==> src/hw/rtl/sqm_pkg.sv <==
`timescale 1ns / 1ps

package sqm_pkg;

	// Configuration register indexes
	localparam logic REG_OPERATION = 1'b0;
	localparam logic REG_DIMENSION = 1'b1;

	// Operation codes; code three falls back to add
	localparam logic [1:0] OP_ADD = 2'd0;
	localparam logic [1:0] OP_SUB = 2'd1;
	localparam logic [1:0] OP_MUL = 2'd2;

	localparam int IDX_W  = 3;
	localparam int DIM_W  = 4;
	localparam int CNT_W  = 7;
	localparam int DATA_W = 32;

	// Control tag that travels with each read through the pipeline
	typedef struct packed {
		logic             first;  // first term of a result element
		logic             lastk;  // final term of a result element
		logic [IDX_W-1:0] row;
		logic [IDX_W-1:0] col;
		logic             lastel; // final element of the matrix
	} tag_t;

endpackage

==> src/hw/rtl/sqm_ram.sv <==
`timescale 1ns / 1ps

module sqm_ram #(
	parameter int WIDTH = 32,
	parameter int DEPTH = 64
) (
	input  logic                                    clk,
	input  logic                                    wr_en,
	input  logic [(DEPTH > 1 ? $clog2(DEPTH) : 1)-1:0] wr_addr,
	input  logic [WIDTH-1:0]                        wr_data,
	input  logic                                    rd_en,
	input  logic [(DEPTH > 1 ? $clog2(DEPTH) : 1)-1:0] rd_addr,
	output logic [WIDTH-1:0]                        rd_data
);

	logic [WIDTH-1:0] mem_q [DEPTH];

	always_ff @(posedge clk) begin
		if (wr_en) begin
			mem_q[wr_addr] <= wr_data;
		end
		// hold the read register while disabled
		if (rd_en) begin
			rd_data <= mem_q[rd_addr];
		end
	end

endmodule

==> src/hw/rtl/square_matrix_add_sub_mul_unit.sv <==
`timescale 1ns / 1ps

// Square matrix add / subtract / multiply.
// Write operation (index 0) and dimension n (index 1) through wr_en, wr_index
// and wr_data while the block is idle. Writing the dimension restarts loading.
// The slave stream takes one item per cycle: an element of A and the element
// of B at the same place, in row-major order. The n*n-th item starts a run;
// s_tready stays low for the run and comes back once every read is issued.
// The master stream gives the n*n result elements in row-major order with
// row and column indices, tlast on the final one.
// One shared unit (a 32x32 multiplier, adder or subtractor, then an
// accumulator) handles one term per cycle while not stalled, behind a
// three-stage read pipeline: store read, term, accumulate into the output
// register. Add and subtract give one element a cycle; the product sums n
// terms per element, n*n*n terms per matrix. While a result waits with
// m_tready low, the whole pipeline holds in place.
// Reset clears the load count, selects add and sets n to MAX_DIM; the
// stores themselves are not cleared.

module square_matrix_add_sub_mul_unit #(
	parameter int MAX_DIM = 8
) (
	input  logic        clk,
	input  logic        arst_n,
	input  logic        s_tvalid,
	output logic        s_tready,
	input  logic [63:0] s_tdata,   // a_elem[31:0], b_elem[63:32]
	output logic        m_tvalid,
	input  logic        m_tready,
	output logic [39:0] m_tdata,   // value[31:0], row[34:32], col[37:35], zero pad
	output logic        m_tlast,
	input  logic        wr_en,
	input  logic        wr_index,
	input  logic [3:0]  wr_data
);

	localparam int DEPTH = MAX_DIM * MAX_DIM;
	localparam int AW    = DEPTH > 1 ? $clog2(DEPTH) : 1;
	localparam int IW    = sqm_pkg::IDX_W;
	localparam int DW    = sqm_pkg::DATA_W;

	typedef enum logic {
		ST_LOAD,
		ST_RUN
	} state_t;

	state_t state_q;

	logic [1:0]               op_q;
	logic [sqm_pkg::DIM_W-1:0] dim_q;
	logic [sqm_pkg::CNT_W-1:0] load_q;

	logic [IW-1:0] i_q, j_q, k_q;
	logic [AW-1:0] rowbase_q, kbase_q;

	logic [sqm_pkg::DIM_W-1:0] n_act;
	logic [sqm_pkg::DIM_W-1:0] n_m1;
	logic [sqm_pkg::CNT_W-1:0] total;
	logic                      is_mul, is_sub;
	logic                      k_end, j_end, i_end;
	logic                      accept, stall, issue;
	sqm_pkg::tag_t             tag0, tag_s1, tag_s2;
	logic                      v_s1, v_s2;
	logic [AW-1:0]             addr_a, addr_b, wr_addr;
	logic [DW-1:0]             a_rd, b_rd, prod_lo, term_d, term_s2, acc_q, sum;

	logic          out_valid_q;
	logic [DW-1:0] value_q;
	logic [IW-1:0] row_q, col_q;
	logic          last_q;

	// Active dimension: zero reads as one, above MAX_DIM saturates
	always_comb begin
		if (dim_q == '0) begin
			n_act = sqm_pkg::DIM_W'(1);
		end else if (dim_q > sqm_pkg::DIM_W'(MAX_DIM)) begin
			n_act = sqm_pkg::DIM_W'(MAX_DIM);
		end else begin
			n_act = dim_q;
		end
	end

	assign n_m1  = n_act - sqm_pkg::DIM_W'(1);
	assign total = sqm_pkg::CNT_W'(n_act) * sqm_pkg::CNT_W'(n_act);

	assign is_mul = (op_q == sqm_pkg::OP_MUL);
	assign is_sub = (op_q == sqm_pkg::OP_SUB);
	assign k_end  = ({1'b0, k_q} == n_m1);
	assign j_end  = ({1'b0, j_q} == n_m1);
	assign i_end  = ({1'b0, i_q} == n_m1);

	assign s_tready = (state_q == ST_LOAD);
	assign accept   = s_tvalid && s_tready;
	assign stall    = out_valid_q && !m_tready;
	assign issue    = (state_q == ST_RUN) && !stall;
	assign wr_addr  = load_q[AW-1:0];

	always_comb begin
		tag0.first  = !is_mul || (k_q == '0);
		tag0.lastk  = !is_mul || k_end;
		tag0.row    = i_q;
		tag0.col    = j_q;
		tag0.lastel = i_end && j_end;
		if (is_mul) begin
			addr_a = rowbase_q + AW'(k_q);
			addr_b = kbase_q + AW'(j_q);
		end else begin
			addr_a = rowbase_q + AW'(j_q);
			addr_b = rowbase_q + AW'(j_q);
		end
	end

	sqm_ram #(
		.WIDTH(DW),
		.DEPTH(DEPTH)
	) u_left_store (
		.clk    (clk),
		.wr_en  (accept),
		.wr_addr(wr_addr),
		.wr_data(s_tdata[31:0]),
		.rd_en  (!stall),
		.rd_addr(addr_a),
		.rd_data(a_rd)
	);

	sqm_ram #(
		.WIDTH(DW),
		.DEPTH(DEPTH)
	) u_right_store (
		.clk    (clk),
		.wr_en  (accept),
		.wr_addr(wr_addr),
		.wr_data(s_tdata[63:32]),
		.rd_en  (!stall),
		.rd_addr(addr_b),
		.rd_data(b_rd)
	);

	assign prod_lo = a_rd * b_rd;

	always_comb begin
		if (is_mul) begin
			term_d = prod_lo;
		end else if (is_sub) begin
			term_d = a_rd - b_rd;
		end else begin
			term_d = a_rd + b_rd;
		end
	end

	assign sum = tag_s2.first ? term_s2 : acc_q + term_s2;

	// Sequencer, load counter, configuration and pipeline valids
	always_ff @(posedge clk or negedge arst_n) begin
		if (!arst_n) begin
			state_q     <= ST_LOAD;
			op_q        <= sqm_pkg::OP_ADD;
			dim_q       <= sqm_pkg::DIM_W'(MAX_DIM);
			load_q      <= '0;
			i_q         <= '0;
			j_q         <= '0;
			k_q         <= '0;
			rowbase_q   <= '0;
			kbase_q     <= '0;
			v_s1        <= 1'b0;
			v_s2        <= 1'b0;
			out_valid_q <= 1'b0;
		end else begin
			if (wr_en) begin
				if (wr_index == sqm_pkg::REG_OPERATION) begin
					op_q <= wr_data[1:0];
				end else begin
					dim_q  <= wr_data;
					load_q <= '0;
				end
			end else if (accept) begin
				if (load_q == total - sqm_pkg::CNT_W'(1)) begin
					load_q    <= '0;
					state_q   <= ST_RUN;
					i_q       <= '0;
					j_q       <= '0;
					k_q       <= '0;
					rowbase_q <= '0;
					kbase_q   <= '0;
				end else begin
					load_q <= load_q + sqm_pkg::CNT_W'(1);
				end
			end

			if (issue) begin
				if (tag0.lastk) begin
					k_q     <= '0;
					kbase_q <= '0;
					if (j_end) begin
						j_q <= '0;
						if (i_end) begin
							state_q <= ST_LOAD;
						end else begin
							i_q       <= i_q + IW'(1);
							rowbase_q <= rowbase_q + AW'(n_act);
						end
					end else begin
						j_q <= j_q + IW'(1);
					end
				end else begin
					k_q     <= k_q + IW'(1);
					kbase_q <= kbase_q + AW'(n_act);
				end
			end

			// advance the pipeline unless the output register is blocked
			if (!stall) begin
				v_s1        <= (state_q == ST_RUN);
				v_s2        <= v_s1;
				out_valid_q <= v_s2 && tag_s2.lastk;
			end
		end
	end

	// Datapath payload
	always_ff @(posedge clk) begin
		if (!stall) begin
			tag_s1  <= tag0;
			tag_s2  <= tag_s1;
			term_s2 <= term_d;
			if (v_s2) begin
				acc_q <= sum;
				if (tag_s2.lastk) begin
					value_q <= sum;
					row_q   <= tag_s2.row;
					col_q   <= tag_s2.col;
					last_q  <= tag_s2.lastel;
				end
			end
		end
	end

	assign m_tvalid = out_valid_q;
	assign m_tdata  = {2'b00, col_q, row_q, value_q};
	assign m_tlast  = last_q;

endmodule

==> config.mk <==
export PLATFORM = sky130hd
export DESIGN_NAME = square_matrix_add_sub_mul_unit
export DESIGN_NICKNAME = d
export VERILOG_FILES = /design/src/hw/rtl/sqm_pkg.sv /design/src/hw/rtl/sqm_ram.sv /design/src/hw/rtl/square_matrix_add_sub_mul_unit.sv
export SDC_FILE = /design/constraint.sdc
export NUM_CORES = 2
export LEC_CHECK = 0
export BUFFER_PORTS_ARGS = -buffer_cell sky130_fd_sc_hd__buf_2
export CORE_UTILIZATION = 57
export DETAILED_ROUTE_END_ITERATION = 8
export MAX_ROUTING_LAYER = met4
export PLACE_DENSITY = 0.76
export REMOVE_ABC_BUFFERS = 1
export SYNTH_ARGS = -nofsm -noshare
export SYNTH_HDL_FRONTEND = slang
export SYNTH_HIERARCHICAL = 1
export SYNTH_SLANG_ARGS = --single-unit
==> constraint.sdc <==
create_clock -name clk -period 7.6 [get_ports clk]
set_clock_uncertainty 0.05 [all_clocks]
set_input_delay 0.38 -clock clk [delete_from_list [all_inputs] [get_ports clk]]
set_output_delay 0.38 -clock clk [all_outputs]
set_load 0.03 [all_outputs]
[Yosys cells after proc, flatten, opt, wreduce, memory -nomap -nowiden]
Memory sizes are Yosys's and may differ from the RTL's. A register that Yosys moved wholly into a read port is not among the register bits.
Index checks and enable logic that the tools add are counted.
Storage, ports and cells
  bits of input ports: 74
  output and inout port bits: 43
  memories kept: 2
  RAM bits: 4096
  logic and storage cells: 131
  register bits after elaboration: 159
Memory list
  u_left_store.mem_q: words 64, bits a word 32, read ports 1, clocked after Yosys merged registers in 1, wr ports 1, line sqm_ram.sv:16  | logic [WIDTH-1:0] mem_q [DEPTH];
  u_right_store.mem_q: words 64, bits a word 32, read ports 1, clocked after Yosys merged registers in 1, wr ports 1, line sqm_ram.sv:16
Operators by class
  bitwise logic cells: 3
  $add $sub $neg: 14
  reductions and logical operators: 23
  $mul: 2
  $lt $le $gt $ge: 1
  equal/unequal tests: 8
  mux-type cells: 50
Operators with widths (number)
  two-way mux 32 bit: 3
  two-way mux 6 bit: 14
  adder 32 bit: 2
  two-way mux 3 bit: 18
  multiplier 32 x 32 -> 32 bit: 1
  subtractor 32 bit: 1
  two-way mux 7 bit: 4
  adder 6 x 3 -> 6 bit: 3
  adder 6 x 4 -> 6 bit: 2
  equality test 3 x 4 -> 1 bit: 3
  adder 3 x 1 -> 3 bit, second input constant: 3
  two-way mux 1 bit: 9
  two-way mux 4 bit: 2
  AND reduction 2 bit: 4
  adder 7 x 1 -> 7 bit, second input constant: 1
  equality test 7 bit: 1
  multiplier 4 x 4 -> 7 bit: 1
  subtractor 7 x 1 -> 7 bit, second input constant: 1
  AND reduction 3 bit: 2
  nonzero test 2 bit: 3
  logical AND 1 bit: 5
  logical NOT 1 bit: 5
  > comparator 4 bit, second input constant: 1
  logical NOT 4 bit: 1
  other kinds (7): 11

[Logic depth before layout (Yosys ltp)]
  depth in word-level cells: 13
  mapped depth: 28

[Hierarchy]
Netlist, hierarchy kept.
Modules (own cells, without submodules)
  sqm_ram: times used 2, cells each 3324, area an instance 78835.6 um2
  square_matrix_add_sub_mul_unit: times used 1, cells each 2823, area an instance 26445.4 um2

[Worst setup path before layout]
Ideal clock, no wire load.
  path type: flip-flop to flip-flop
  start: register u_right_store.rd_data[6], read port of u_right_store.mem_q
  end: register term_s2[30], data pin
  period minus slack after synthesis: 7.166 ns
  cell stages (with the launch flop): 27
  setup time: 0.271 ns
  arrival time: 6.846 ns
  required time: 7.279 ns
  path slack: 0.434 ns
  cells stage by stage: edfxtp_1 > clkbuf_1 > clkbuf_1 > and2_1 > fa_1 > fa_1 > fa_1 > inv_1 > fa_1 > inv_1 > fa_1 > inv_1 > fa_1 > inv_1 > fa_1 > fa_1 > ha_1 > a21o_1 > a21oi_1 > nor2b_1 > o21ai_0 > nand2b_1 > a221oi_2 > o21ai_1 > a31oi_1 > xor2_1 > a211oi_2
Between the ends
  longest elaborated chain between the ends: 3
Ends and longest elaborated chain
  start: declaration: line sqm_ram.sv:13  | output logic [WIDTH-1:0] rd_data
  parallel branches: the longest is 2 deep, another holds multiplier 32 x 32 -> 32 bit
  two-way mux 32 bit *: line square_matrix_add_sub_mul_unit.sv:142  | if (is_mul) begin
  via term_d[30]: line square_matrix_add_sub_mul_unit.sv:65  | logic [DW-1:0] a_rd, b_rd, prod_lo, term_d, term_s2, acc_q, sum;
  end signal: assignment: line square_matrix_add_sub_mul_unit.sv:225  | term_s2 <= term_d;
  end: declaration: line square_matrix_add_sub_mul_unit.sv:65
Mark *: on every way through the listed nets, which the timed path passes.
A chain may end at the register's enable or synchronous reset.

[Final worst setup path]
  start: register u_right_store.rd_data[2], read port of u_right_store.mem_q
  end: register term_s2[31], data pin
The elaborated chain is that of the path after synthesis.

==> results.tsv <==
metric	value	unit
area delta synth->final	11.7	%
fraction of synthesized cell area taken by the top area cell type	69.8	%
non-filler cells, final	14500	
number of CTS-inserted buffers	412	
Placer Congestion	0.927	
peak clock frequency supported by timing	0.136	GHz
number of enable flip-flop cells after synthesis	4281	
logic depth of the worst register-to-register path	24	
antenna violations before repair	31	
cell-by-cell trace of the critical path	buf_4 > and2_1 > fa_1 > inv_1 > fa_1 > fa_1 > fa_1 > inv_1 > fa_1 > fa_1 > fa_1 > fa_1 > ha_1 > buf_4 > and3_1 > and3_1 > a22oi_1 > o21ai_1 > o31ai_1 > buf_4 > a211oi_2 > nor3_1 > nand3b_1 > o41ai_2	
Syn Inst Count	9471	
run status	finished, final reports clean	
number of cells after detailed placement	13800	
final hold violation count	0	
max_cap viols	0	
total die area	0.325	mm^2
insertion delay to the later sink of the worst-skew pair	0.97	ns
pre-CTS setup slack	0.304	ns
synthesis warning total	6	
slack of the worst reg-to-reg path	0.23	ns
Main synth FF type	sky130_fd_sc_hd__edfxtp_1	
Critical Path RT	8.22	ns
Final Net Count	10600	
area post-placement	0.192	mm^2
total grt overflow	0	
most common cell type on the critical path	sky130_fd_sc_hd__fa_1	
reg2reg end	term_s2[31]	
die extent in x	570	um
half-perimeter wire length after detailed placement	274	mm
Post-synth top cells	sky130_fd_sc_hd__edfxtp_1, sky130_fd_sc_hd__mux4_2, sky130_fd_sc_hd__inv_1, sky130_fd_sc_hd__fa_1, sky130_fd_sc_hd__nand2_1	
post-synthesis instance area	0.184	mm^2
Boundary Pins	117	
First-pass DRT Iterations	7	
Pins Over Slew Limit	0	
Post-Route WL	486	mm
Core Area	0.321	mm^2
setup slack of the critical path after layout	0.232	ns
synthesized flop and latch total	4319	
Hold Path Class	primary input to register	
initial cell density of the core	57.3	%
cell area after layout	0.206	mm^2
setup repair after global routing missed its margin	no	
endpoint of the worst hold-timing path	u_right_store/mem_q[29][13]	
Sequential cell area	0.130	mm^2
fin crit share	96.9	%
number of unique standard cell types used by synthesis	86	
fill count	20800	
Worst Max-Slew Pin Slew	1.43	ns
routed length per placed instance	33.4	um
arrival time of data at the critical path endpoint	7.99	ns
die outline height	570	um
kind of critical path	register to register	
crit path capture type	register	
peak per-stage delay on the critical path	0.57	ns
vias in the first global route	98900	
leading cell type by number of instances after synthesis	sky130_fd_sc_hd__edfxtp_1	
largest buffer count on any clock path	4	
CP startpoint kind	register	
Port Buffers	114	
vias per cell	6.62	
proportion of register bits with asynchronous set or reset after synthesis	0.880	%
std cell rows	208	
pin count of the biggest net entering global routing	90	
critical path fanouts, max	13	
routed via count	96300	
clock transition time at the flip-flop clock pins of the worst setup and hold paths	0.06	ns
total global-route track usage	31.0	%
share of synthesized area occupied by flip-flops and latches	70.3	%
area of combinational cells with multiple inputs	0.0518	mm^2
clk sinks	4319	
final setup violation count	0	
Slew headroom	4.98	%
TritonCTS clock tree	built	
Min Clock Period, post-route	7.37	ns
top cell type by total area after synthesis	sky130_fd_sc_hd__edfxtp_1	
R2R Path Start	u_right_store/rd_data[2]	
drc violations	0	
Iteration-0 DRC Markers	13300	
wire length of the first global-routing pass	697	mm
Slowest-stage cell, CP	sky130_fd_sc_hd__fa_1	
Post-DRT Antenna Nets	0	
cell types with the largest area share after synthesis	sky130_fd_sc_hd__edfxtp_1, sky130_fd_sc_hd__mux4_2, sky130_fd_sc_hd__fa_1, sky130_fd_sc_hd__ha_1, sky130_fd_sc_hd__and2_1	
worst hold start	s_tdata[45]	
cell depth of the worst hold path	2	
share of post-route cells with drive strength above 1	23.0	%
count of H-tree levels built during CTS	5	
average cell area after synthesis	19.4	um^2
clock root buffer master	sky130_fd_sc_hd__clkbuf_16	
## cell usage in the layout, fill, tap and decap left out, types with 38 or more instances in the layout
master | synthesis | final
sky130_fd_sc_hd__mux4_2 | 1088 | 1088
sky130_fd_sc_hd__mux2i_1 | 192 | 192
sky130_fd_sc_hd__inv_1 | 426 | 426
sky130_fd_sc_hd__buf_2 | 115 | 114
sky130_fd_sc_hd__o22ai_1 | 170 | 170
sky130_fd_sc_hd__a21oi_1 | 228 | 225
sky130_fd_sc_hd__nor2b_1 | 52 | 50
sky130_fd_sc_hd__clkinv_1 | 0 | 86
sky130_fd_sc_hd__clkinv_2 | 0 | 96
sky130_fd_sc_hd__clkbuf_16 | 0 | 417
sky130_fd_sc_hd__and2_1 | 322 | 322
sky130_fd_sc_hd__nand2_1 | 385 | 383
sky130_fd_sc_hd__buf_4 | 52 | 331
sky130_fd_sc_hd__clkbuf_1 | 275 | 68
sky130_fd_sc_hd__fa_1 | 415 | 415
sky130_fd_sc_hd__nor2_1 | 351 | 226
sky130_fd_sc_hd__o21ai_0 | 105 | 101
sky130_fd_sc_hd__edfxtp_1 | 4281 | 4281
sky130_fd_sc_hd__nand2b_1 | 40 | 38
sky130_fd_sc_hd__nor2_4 | 0 | 124
sky130_fd_sc_hd__xnor2_1 | 120 | 118
sky130_fd_sc_hd__ha_1 | 214 | 214
sky130_fd_sc_hd__xor2_1 | 79 | 77
sky130_fd_sc_hd__bufinv_16 | 0 | 45
sky130_fd_sc_hd__o221ai_1 | 54 | 54
## what timing repair did
item                                    CTS  global route
endpoints found under the setup margin    0             3
hold buffers                             13             0
setup buffers                             0             1
endpoints found under the hold margin    52             0
resized for setup                         0             2
## worst max-delay path, delay by kind of cell, from the launching register on
kind / cells / cell delay [ns]
AO/OA/AOI/OAI: 5 / 0.82
buffers and inverters: 5 / 0.64
AND/OR/NAND/NOR: 5 / 0.88
flip-flops: 1 / 0.44
adder cells (fa/ha/maj): 9 / 4.27
## layer usage
layer  part of all wire (%)  GRT usage, %  routed length [um]
met5                      0             -                   0
met1                     35          40.3              170000
met3                     11          5.71               54500
met2                     48          48.0              234000
met4                    5.6          14.7               27100
## registers in the layout, indices dropped and copies added (netlist names), 2 cells and up
name and count:
u_left_store/rd_data 32, value_q 32, j_q 3, u_right_store/mem_q 2048, term_s2 32, col_q 3, u_right_store/rd_data 32, op_q 2
load_q 7, kbase_q 6, acc_q 32, tag_s2 9, k_q 3, i_q 3, dim_q 4, row_q 3
tag_s1 9, rowbase_q 6, u_left_store/mem_q 2048
## cells by family after synthesis
| kind of cell | Yosys count | share of synthesized area, % |
|---|---|---|
| DFF | 4319 | 70.3 |
| and+or+nand+nor | 1318 | 3.49 |
| muxes | 1289 | 14.4 |
| buffers and inverters | 925 | 2.11 |
| AOI/OAI and AO/OA | 791 | 2.73 |
| adders and majority gates | 629 | 5.97 |
| xor gates and xnor gates | 199 | 0.947 |
| other | 1 | 0.00204 |
## metrics by stage
step | setup TNS (ns) | utilization [%] | hold slack, ns
after global routing | 0 | 64.1 | 0.0445
after global placement | 0 | 59.8 | 0.356
final | 0 | 64.1 | 0.0297
after floorplan | -1321.76 | - | 0.0344
after CTS | 0 | 64.0 | 0.00755
after detailed placement | 0 | 59.8 | 0.355
## worst max path at each step
stage          cells past startpoint                     start  slack (ns)                         to
5_1_grt                           24  u_right_store/rd_data[2]       0.008                term_s2[31]
2_1_floorplan                      7                   op_q[0]      -21.12  u_right_store/rd_data[18]
3_5_place_dp                      23  u_right_store/rd_data[5]        0.30                term_s2[31]
4_1_cts                           23  u_right_store/rd_data[5]        0.27                term_s2[31]
6_report                          24  u_right_store/rd_data[2]        0.23                term_s2[31]
3_3_place_gp                      24  u_right_store/rd_data[2]        0.25                term_s2[31]
## cell type report
class | count | area share (%)
Inverter | 427 | 0.779
Sequential cell | 4319 | 62.9
Multi-Input combinational cell | 4228 | 25.2
Clock inverter | 264 | 1.34
Tap cell | 4305 | 2.62
Antenna cell | 24 | 0.0292
Clock buffer | 486 | 5.20
Timing Repair Buffer | 492 | 1.88
Power is left out: the tool's default activity adds up to more than one toggle a clock period on the data nets, which glitch-free logic cannot reach.
